## src/rtl/core/lrgd_pkg.sv

```systemverilog
`timescale 1ns / 1ps

package lrgd_pkg;

  localparam int DEF_MAX_SAMPLES  = 256;
  localparam int DEF_MAX_FEATURES = 16;
  localparam int FEAT_LIMIT       = 16;

  localparam logic [1:0] CMD_FEATURE = 2'd0;
  localparam logic [1:0] CMD_TARGET  = 2'd1;
  localparam logic [1:0] CMD_START   = 2'd2;
  localparam logic [1:0] CMD_CLEAR   = 2'd3;

  localparam logic [1:0] REG_FEATURE_COUNT  = 2'd0;
  localparam logic [1:0] REG_LEARN_RATE     = 2'd1;
  localparam logic [1:0] REG_STOP_THRESHOLD = 2'd2;
  localparam logic [1:0] REG_ITERATION_CAP  = 2'd3;

  localparam logic [4:0]  RST_FEATURE_COUNT  = 5'd1;
  localparam logic [23:0] RST_LEARN_RATE     = 24'd65536;
  localparam logic [31:0] RST_STOP_THRESHOLD = 32'd65;
  localparam logic [15:0] RST_ITERATION_CAP  = 16'd1000;

  localparam logic [63:0] PRIOR_COST = 64'd10000001 << 16;
  localparam logic [63:0] INT64_MAX  = 64'h7FFF_FFFF_FFFF_FFFF;
  localparam logic [63:0] STEP_LIM   = 64'h0000_0100_0000_0000;

  typedef struct packed {
    logic [1:0]         cmd;
    logic signed [31:0] value;
  } lrgd_in_t;

  typedef struct packed {
    logic signed [31:0] weight;
    logic [3:0]         weight_index;
    logic               last;
    logic               status;
    logic [15:0]        passes;
  } lrgd_out_t;

  typedef struct packed {
    logic start;
    logic shift24;
    logic lim_step;
  } lrgd_mul_req_t;

endpackage

```

## src/rtl/core/lrgd_mul.sv

```systemverilog
`timescale 1ns / 1ps

module lrgd_mul (
  input  logic                  clk,
  input  logic                  rst_n,
  input  lrgd_pkg::lrgd_mul_req_t req,
  input  logic signed [63:0]    op_a,
  input  logic signed [63:0]    op_b,
  output logic                  done,
  output logic signed [63:0]    result
);

  localparam logic [2:0] PH_LAST_PP = 3'd3;
  localparam logic [2:0] PH_ROUND   = 3'd4;
  localparam logic [2:0] PH_CLAMP   = 3'd5;

  logic                busy_r, busy_nxt;
  logic [2:0]          ph_r, ph_nxt;
  logic [63:0]         ua_r, ua_nxt, ub_r, ub_nxt;
  logic                neg_r, neg_nxt, sh24_r, sh24_nxt, lstep_r, lstep_nxt;
  logic [127:0]        acc_r, acc_nxt;
  logic [112:0]        q_r, q_nxt;
  logic signed [63:0]  res_r, res_nxt;
  logic                done_r, done_nxt;

  logic [31:0]  pa, pb;
  logic [63:0]  pp;
  logic [127:0] pp_sh;
  logic [112:0] q_shift;
  logic         rem_nz;
  logic [63:0]  lim, mag;

  always_comb begin
    pa = ph_r[0] ? ua_r[63:32] : ua_r[31:0];
    pb = ph_r[1] ? ub_r[63:32] : ub_r[31:0];
    pp = pa * pb;
    unique case ({ph_r[1], ph_r[0]})
      2'b00:   pp_sh = {64'd0, pp};
      2'b11:   pp_sh = {pp, 64'd0};
      default: pp_sh = {32'd0, pp, 32'd0};
    endcase
    q_shift = sh24_r ? 113'(acc_r >> 24) : 113'(acc_r >> 16);
    rem_nz  = sh24_r ? (acc_r[23:0] != 24'd0) : (acc_r[15:0] != 16'd0);
    lim     = lstep_r ? lrgd_pkg::STEP_LIM : lrgd_pkg::INT64_MAX;
    mag     = ((q_r[112:64] != 49'd0) || (q_r[63:0] > lim)) ? lim : q_r[63:0];
  end

  always_comb begin
    busy_nxt  = busy_r;
    ph_nxt    = ph_r;
    ua_nxt    = ua_r;
    ub_nxt    = ub_r;
    neg_nxt   = neg_r;
    sh24_nxt  = sh24_r;
    lstep_nxt = lstep_r;
    acc_nxt   = acc_r;
    q_nxt     = q_r;
    res_nxt   = res_r;
    done_nxt  = 1'b0;
    if (req.start) begin
      busy_nxt  = 1'b1;
      ph_nxt    = 3'd0;
      ua_nxt    = op_a[63] ? 64'(-op_a) : 64'(op_a);
      ub_nxt    = op_b[63] ? 64'(-op_b) : 64'(op_b);
      neg_nxt   = op_a[63] ^ op_b[63];
      sh24_nxt  = req.shift24;
      lstep_nxt = req.lim_step;
      acc_nxt   = 128'd0;
    end else if (busy_r) begin
      ph_nxt = ph_r + 3'd1;
      if (ph_r <= PH_LAST_PP) begin
        acc_nxt = acc_r + pp_sh;
      end else if (ph_r == PH_ROUND) begin
        q_nxt = q_shift + 113'(neg_r && rem_nz);
      end else if (ph_r == PH_CLAMP) begin
        res_nxt  = neg_r ? -$signed(mag) : $signed(mag);
        done_nxt = 1'b1;
        busy_nxt = 1'b0;
      end
    end
  end

  always_ff @(posedge clk) begin
    if (!rst_n) begin
      busy_r <= 1'b0;
      done_r <= 1'b0;
    end else begin
      busy_r <= busy_nxt;
      done_r <= done_nxt;
    end
    ph_r    <= ph_nxt;
    ua_r    <= ua_nxt;
    ub_r    <= ub_nxt;
    neg_r   <= neg_nxt;
    sh24_r  <= sh24_nxt;
    lstep_r <= lstep_nxt;
    acc_r   <= acc_nxt;
    q_r     <= q_nxt;
    res_r   <= res_nxt;
  end

  assign done   = done_r;
  assign result = res_r;

endmodule

```

## config.mk

```make
export PLATFORM = sky130hd
export DESIGN_NAME = lrgd_mul
export DESIGN_NICKNAME = d
export VERILOG_FILES = /design/src/rtl/core/lrgd_pkg.sv /design/src/rtl/core/lrgd_mul.sv
export SDC_FILE = /design/constraint.sdc
export NUM_CORES = 2
export LEC_CHECK = 0
export ABC_AREA = 0
export BUFFER_PORTS_ARGS = -buffer_cell sky130_fd_sc_hd__buf_2
export CAP_MARGIN = 20
export CORE_MARGIN = 2
export CORE_UTILIZATION = 51
export CTS_CLUSTER_SIZE = 20
export DETAILED_ROUTE_END_ITERATION = 16
export GPL_ROUTABILITY_DRIVEN = 0
export HOLD_SLACK_MARGIN = 0.02
export PLACE_DENSITY = 0.78
export SYNTH_ARGS = -nofsm -noshare
export SYNTH_HDL_FRONTEND = slang
export SYNTH_SLANG_ARGS = --single-unit
```

## constraint.sdc

```tcl
create_clock -name clk -period 35.5 [get_ports clk]
set_clock_uncertainty 0.15 [all_clocks]
set_input_delay 7.1 -clock clk [delete_from_list [all_inputs] [get_ports clk]]
set_output_delay 7.1 -clock clk [all_outputs]
set_load 0.01 [all_outputs]
```

### After elaboration in Yosys (flattened, before gate mapping)

Cells that the tools add are included.
Widths: inputs -> output; s select.

| word-level totals | value |
|---|---|
| register bits after elaboration | 441 |
| latch bits | 0 |
| memory bits (writable) | 0 |
| ROM bits | 0 |
| input port bits | 133 |
| output and inout bits | 65 |
| logic and storage cells | 57 |
| memories | 0 |

| operators by class | value |
|---|---|
| $add $sub $neg | 6 |
| $mul | 1 |
| divide/modulo/power cells | 0 |
| magnitude comparators | 2 |
| equality and inequality tests | 3 |
| shift operators | 0 |
| mux-type cells | 16 |
| bitwise gates (word level) | 6 |
| reductions and logical operators | 10 |

Operator list:

| kind | count |
|---|---|
| $pmux 128 s2 | 1 |
| $neg 64->64 | 3 |
| $mux 63 | 3 |
| $add 128x128->128 | 1 |
| $mux 64 | 2 |
| $add 112x1->113 | 1 |
| $mux 112 | 1 |
| $gt 64x63->1 | 1 |
| $mul 32x32->64 | 1 |
| $mux 32 | 2 |
| $reduce_bool 49->1 | 1 |
| $reduce_bool 24->1 | 1 |
| $reduce_bool 16->1 | 1 |
| $mux 1 | 7 |
| $eq 3x3->1 const B | 2 |
| $not 1->1 | 5 |
| $reduce_and 5->1 | 1 |
| $reduce_or 5->1 | 1 |
| $reduce_and 4->1 | 1 |
| $add 3x1->3 const B | 1 |
| $le 3x2->1 const B | 1 |
| $eq 2x2->1 const B | 1 |
| $logic_not 2->1 | 1 |
| $reduce_and 2->1 | 1 |
| other kinds (3) | 3 |

### Depth between registers and ports, before layout

| logic depth | value |
|---|---|
| depth after elaboration | 6 |
| mapped depth | 52 |
| gate-level depth less buffers | 46 |

### Worst setup path after synthesis

No wires, ideal clock.

| timing path | value |
|---|---|
| kind | input to register |
| start point | input req[2] (netlist bit) |
| end point | register q_r[0] (enable) |
| library setup time | 863 ps |
| arrival time | 18190 ps |
| required time | 34487 ps |
| path slack | 16297 ps |
| stages | 3 |
| path buffers | 2 |
| cells stage by stage | clkbuf_1 -> clkbuf_1 -> nor4_1 |

| between the ends | value |
|---|---|
| word-level cells in the longest chain between the ends | 2 |

Ends and longest elaborated chain:

| what | line | RTL |
|---|---|---|
| start: declaration | lrgd_mul.sv:6 | `input lrgd_pkg::lrgd_mul_req_t req,` |
| $not 1->1 (no source line) | -- |  |
| $reduce_and 4->1 (no source line) | -- |  |
| end signal: assignment | lrgd_mul.sv:98 | `q_r <= q_nxt;` |
| end: declaration | lrgd_mul.sv:22 | `logic [112:0] q_r, q_nxt;` |

No other way between the ends.
A chain may end at the register's enable or synchronous reset.

### Final worst setup path

| timing path | value |
|---|---|
| start point | register ph_r[0] |
| end point | register acc_r[124] |

| between the ends | value |
|---|---|
| word-level cells in the longest chain between the ends | 4 |
| elaborated cells on any way between the ends | 8 |
| classes of those cells | 1 x add/sub; 1 x mul; 1 x order compare; 1 x eq/ne; 2 x mux; 2 x reduce/logical |

Ends and longest elaborated chain:

| what | line | RTL |
|---|---|---|
| start: declaration | lrgd_mul.sv:18 | `logic [2:0] ph_r, ph_nxt;` |
| start signal: assignment | lrgd_mul.sv:91 | `ph_r <= ph_nxt;` |
| $mux 32 | lrgd_mul.sv:34 | `pa = ph_r[0] ? ua_r[63:32] : ua_r[31:0];` |
| $mul 32x32->64 | lrgd_mul.sv:36 | `pp = pa * pb;` |
| $pmux 128 s2 | lrgd_mul.sv:37 | `unique case ({ph_r[1], ph_r[0]})` |
| $add 128x128->128 | lrgd_mul.sv:72 | `acc_nxt = acc_r + pp_sh;` |
| end signal: assignment | lrgd_mul.sv:97 | `acc_r <= acc_nxt;` |
| end: declaration | lrgd_mul.sv:21 | `logic [127:0] acc_r, acc_nxt;` |

Several ways; a longest one is shown, not always the timed one.

==> qor.csv <==
stage,metric,value,unit
synthesis,register area share after synthesis,0.178,
clocking,CTS clock-pin slew for the worst setup and hold paths,0.07,ns
timing,Peak Freq,69.3,MHz
timing,Final Cycle Share,0.406,
critical_path,WS Path Type,flop to flop,
timing,fin. max-slew vios,0,
synthesis,async set-reset flop share out of synthesis,0,
floorplanning,io pins,198,
clocking,# clock sinks,441,
clocking,hold buffers post-CTS,0,
timing,Final Hold Viols,0,
layout,final net count,9189,
drt,vias,58300,
floorplanning,die area,134000,sq um
synthesis,Mapped Area,66800,sq um
timing,post-route worst setup slack,21.08,ns
global_route,vias in the first global route,57700,
global_route,GRT Residual Overflow,0,
timing,Rel. slew slack,0.234,
synthesis,Yosys reg bits,441,
clocking,clock root cell,clkbuf_16,
global_route,largest net degree at the start of global routing,177,
timing,setup_tns,0,ns
status,outcome,"finished, final reports clean",
critical_path,startpoint type of the worst setup path,flop,
floorplanning,FP Rows,132,
synthesis,main flop type after synthesis,edfxtp_1,
critical_path,critical path's largest stage delay,0.94,ns
critical_path,buffer and inverter count on the worst path,6,
clocking,cts repair resizes,0,
synthesis,Synth Area per Inst,8.64,sq um
clocking,Max clock buf depth,3,
critical_path,crit-path max FO,50,
drt,DR DRC count,0,
synthesis,YS warnings,0,
global_route,Total GRT Usage,0.307,
synthesis,Mapped Cells,7729,
critical_path,slowest cell on the critical path,mux2i_4,
timing,# setup viols final,0,
global_route,initial antenna violation count,5,
critical_path,cell repeated most along the worst path,fa_1,
drt,DR iter-0 viols,7211,
layout,P&R area growth vs syn,6.71,%
timing,Final min period,14.42,ns
clocking,H-tree depth,2,
synthesis,Syn Nets,9227,
layout,share of layout cells above drive strength 1,0.0698,
synthesis,Yosys cell types,81,
floorplanning,Vert. Die Dim,366,um
clocking,Post-CTS Setup Bufs,0,
placed_design,pre-CTS worst setup slack,21.24,ns
drt,vias per cell,6.15,
clocking,latest clock arrival within the worst-skew pair,0.70,ns
worst_hold_path,worst hold path type,flop to flop,
placed_design,count of input and output buffers,197,
global_route,first-pass GRT wire length,324000,um
drt,1st-pass router iterations,7,
critical_path,worst path arrival time,14.90,ns
flow_run,Max-Cap Viols,0,
drt,final wirelength,210000,um
drt,WL/cell,22.1,um
timing,Least-Margin Pin Slew,1.13,ns
floorplanning,Die W,366,um
timing,unrepaired setup endpoints after global routing,false,
synthesis,number of synthesized flops with an enable pin,308,
critical_path,Worst setup EP type,flop,
critical_path,"CP delay by family, top",adder cells,
clocking,CTS buffer count,53,
placed_design,HPWL after DPL,162000,um
floorplanning,core area,130000,sq um
floorplanning,Starting Density,0.515,
clocking,CTS tree,yes,
drt,DRT antenna net count,0,
critical_path,required time of the critical path,35.97,ns
==> registers in the layout, indices dropped and copies added, names as in the netlist, 3 cells and up <==
signal / cells
ua_r: 64
q_r: 113
result: 64
ub_r: 64
acc_r: 128
ph_r: 3
==> metal layers <==
layer	vias up	part of all wire	wire length (um)	global-route usage
li1	25500	-	-	-
met1	27700	0.36	76100	0.380
met2	3980	0.43	89200	0.462
met3	1006	0.14	28400	0.107
met4	4	0.076	15900	0.190
met5	-	0.00016	34	0
==> worst min-delay path: stages, from the launching register on <==
cell     delay (ns)
dfxtp_1        0.33
nand2_1        0.06
a21oi_1        0.05
==> layout by cell type, fill, tap and decap left out, types with 56 or more instances in the layout <==
| cell type | Yosys | final |
|---|---|---|
| a21o_1 | 145 | 145 |
| a21oi_1 | 416 | 416 |
| and2_1 | 81 | 81 |
| buf_2 | 14 | 196 |
| buf_4 | 0 | 92 |
| dfxtp_1 | 133 | 131 |
| edfxtp_1 | 308 | 308 |
| fa_1 | 897 | 897 |
| ha_1 | 468 | 468 |
| inv_1 | 989 | 989 |
| mux2_2 | 67 | 67 |
| mux2i_1 | 154 | 115 |
| nand2_1 | 964 | 964 |
| nand3_1 | 159 | 159 |
| nand4_1 | 92 | 92 |
| nor2_1 | 825 | 822 |
| nor3_1 | 103 | 103 |
| o21ai_0 | 326 | 326 |
| o31ai_1 | 58 | 58 |
| or3_1 | 56 | 56 |
| xnor2_1 | 289 | 289 |
| xor2_1 | 159 | 159 |
==> cells in the mapped netlist (159+ instances only) <==
| cell type | n | area, sq um |
|---|---|---|
| a21oi_1 | 416 | 2080 |
| clkbuf_1 | 340 | 1280 |
| edfxtp_1 | 308 | 9250 |
| fa_1 | 897 | 18000 |
| ha_1 | 468 | 5860 |
| inv_1 | 989 | 3710 |
| nand2_1 | 964 | 3620 |
| nand3_1 | 159 | 796 |
| nor2_1 | 825 | 3100 |
| o21ai_0 | 326 | 1630 |
| xnor2_1 | 289 | 2530 |
| xor2_1 | 159 | 1390 |
==> cell type report <==
type	count	area [sq um]
Antenna cell	6	15.0
Clock buffer	61	1360
Clock inverter	38	395
Fill cell	11400	58500
Inverter	989	3710
Multi-Input combinational cell	5914	50000
Sequential cell	441	11900
Tap cell	1742	2180
Timing Repair Buffer	292	1720
==> kinds of logic after synthesis <==
kind of cell | count (synthesis) | synth area share
compound gates | 1314 | 0.123
xor+xnor | 448 | 0.0587
fa+ha+maj | 1365 | 0.356
buf+inv | 1374 | 0.0775
flops | 441 | 0.178
mux | 221 | 0.0344
simple gates | 2566 | 0.172
==> final timing paths <==
check                 start         end  slack [ns]  cells after the start
setup / recovery    ph_r[0]  acc_r[124]       21.08                     42
hold / removal    acc_r[11]   acc_r[11]        0.34                      2
setup reg to reg    ph_r[0]  acc_r[124]       21.08                     42
hold reg to reg   acc_r[11]   acc_r[11]        0.34                      2
==> stage by stage <==
stage,instances,cell area [sq um],util,hold WS [ns]
global placement,9374,69500,0.535,0.313
CTS,9475,71300,0.549,0.333
floorplan,7729,66800,-,0.299
global route,9479,71300,0.549,0.353
finish,9483,71300,0.549,0.335
detailed placement,9376,69500,0.535,0.322
Power is left out: the tool's default activity adds up to more than one toggle a clock period on the data nets, which glitch-free logic cannot reach.
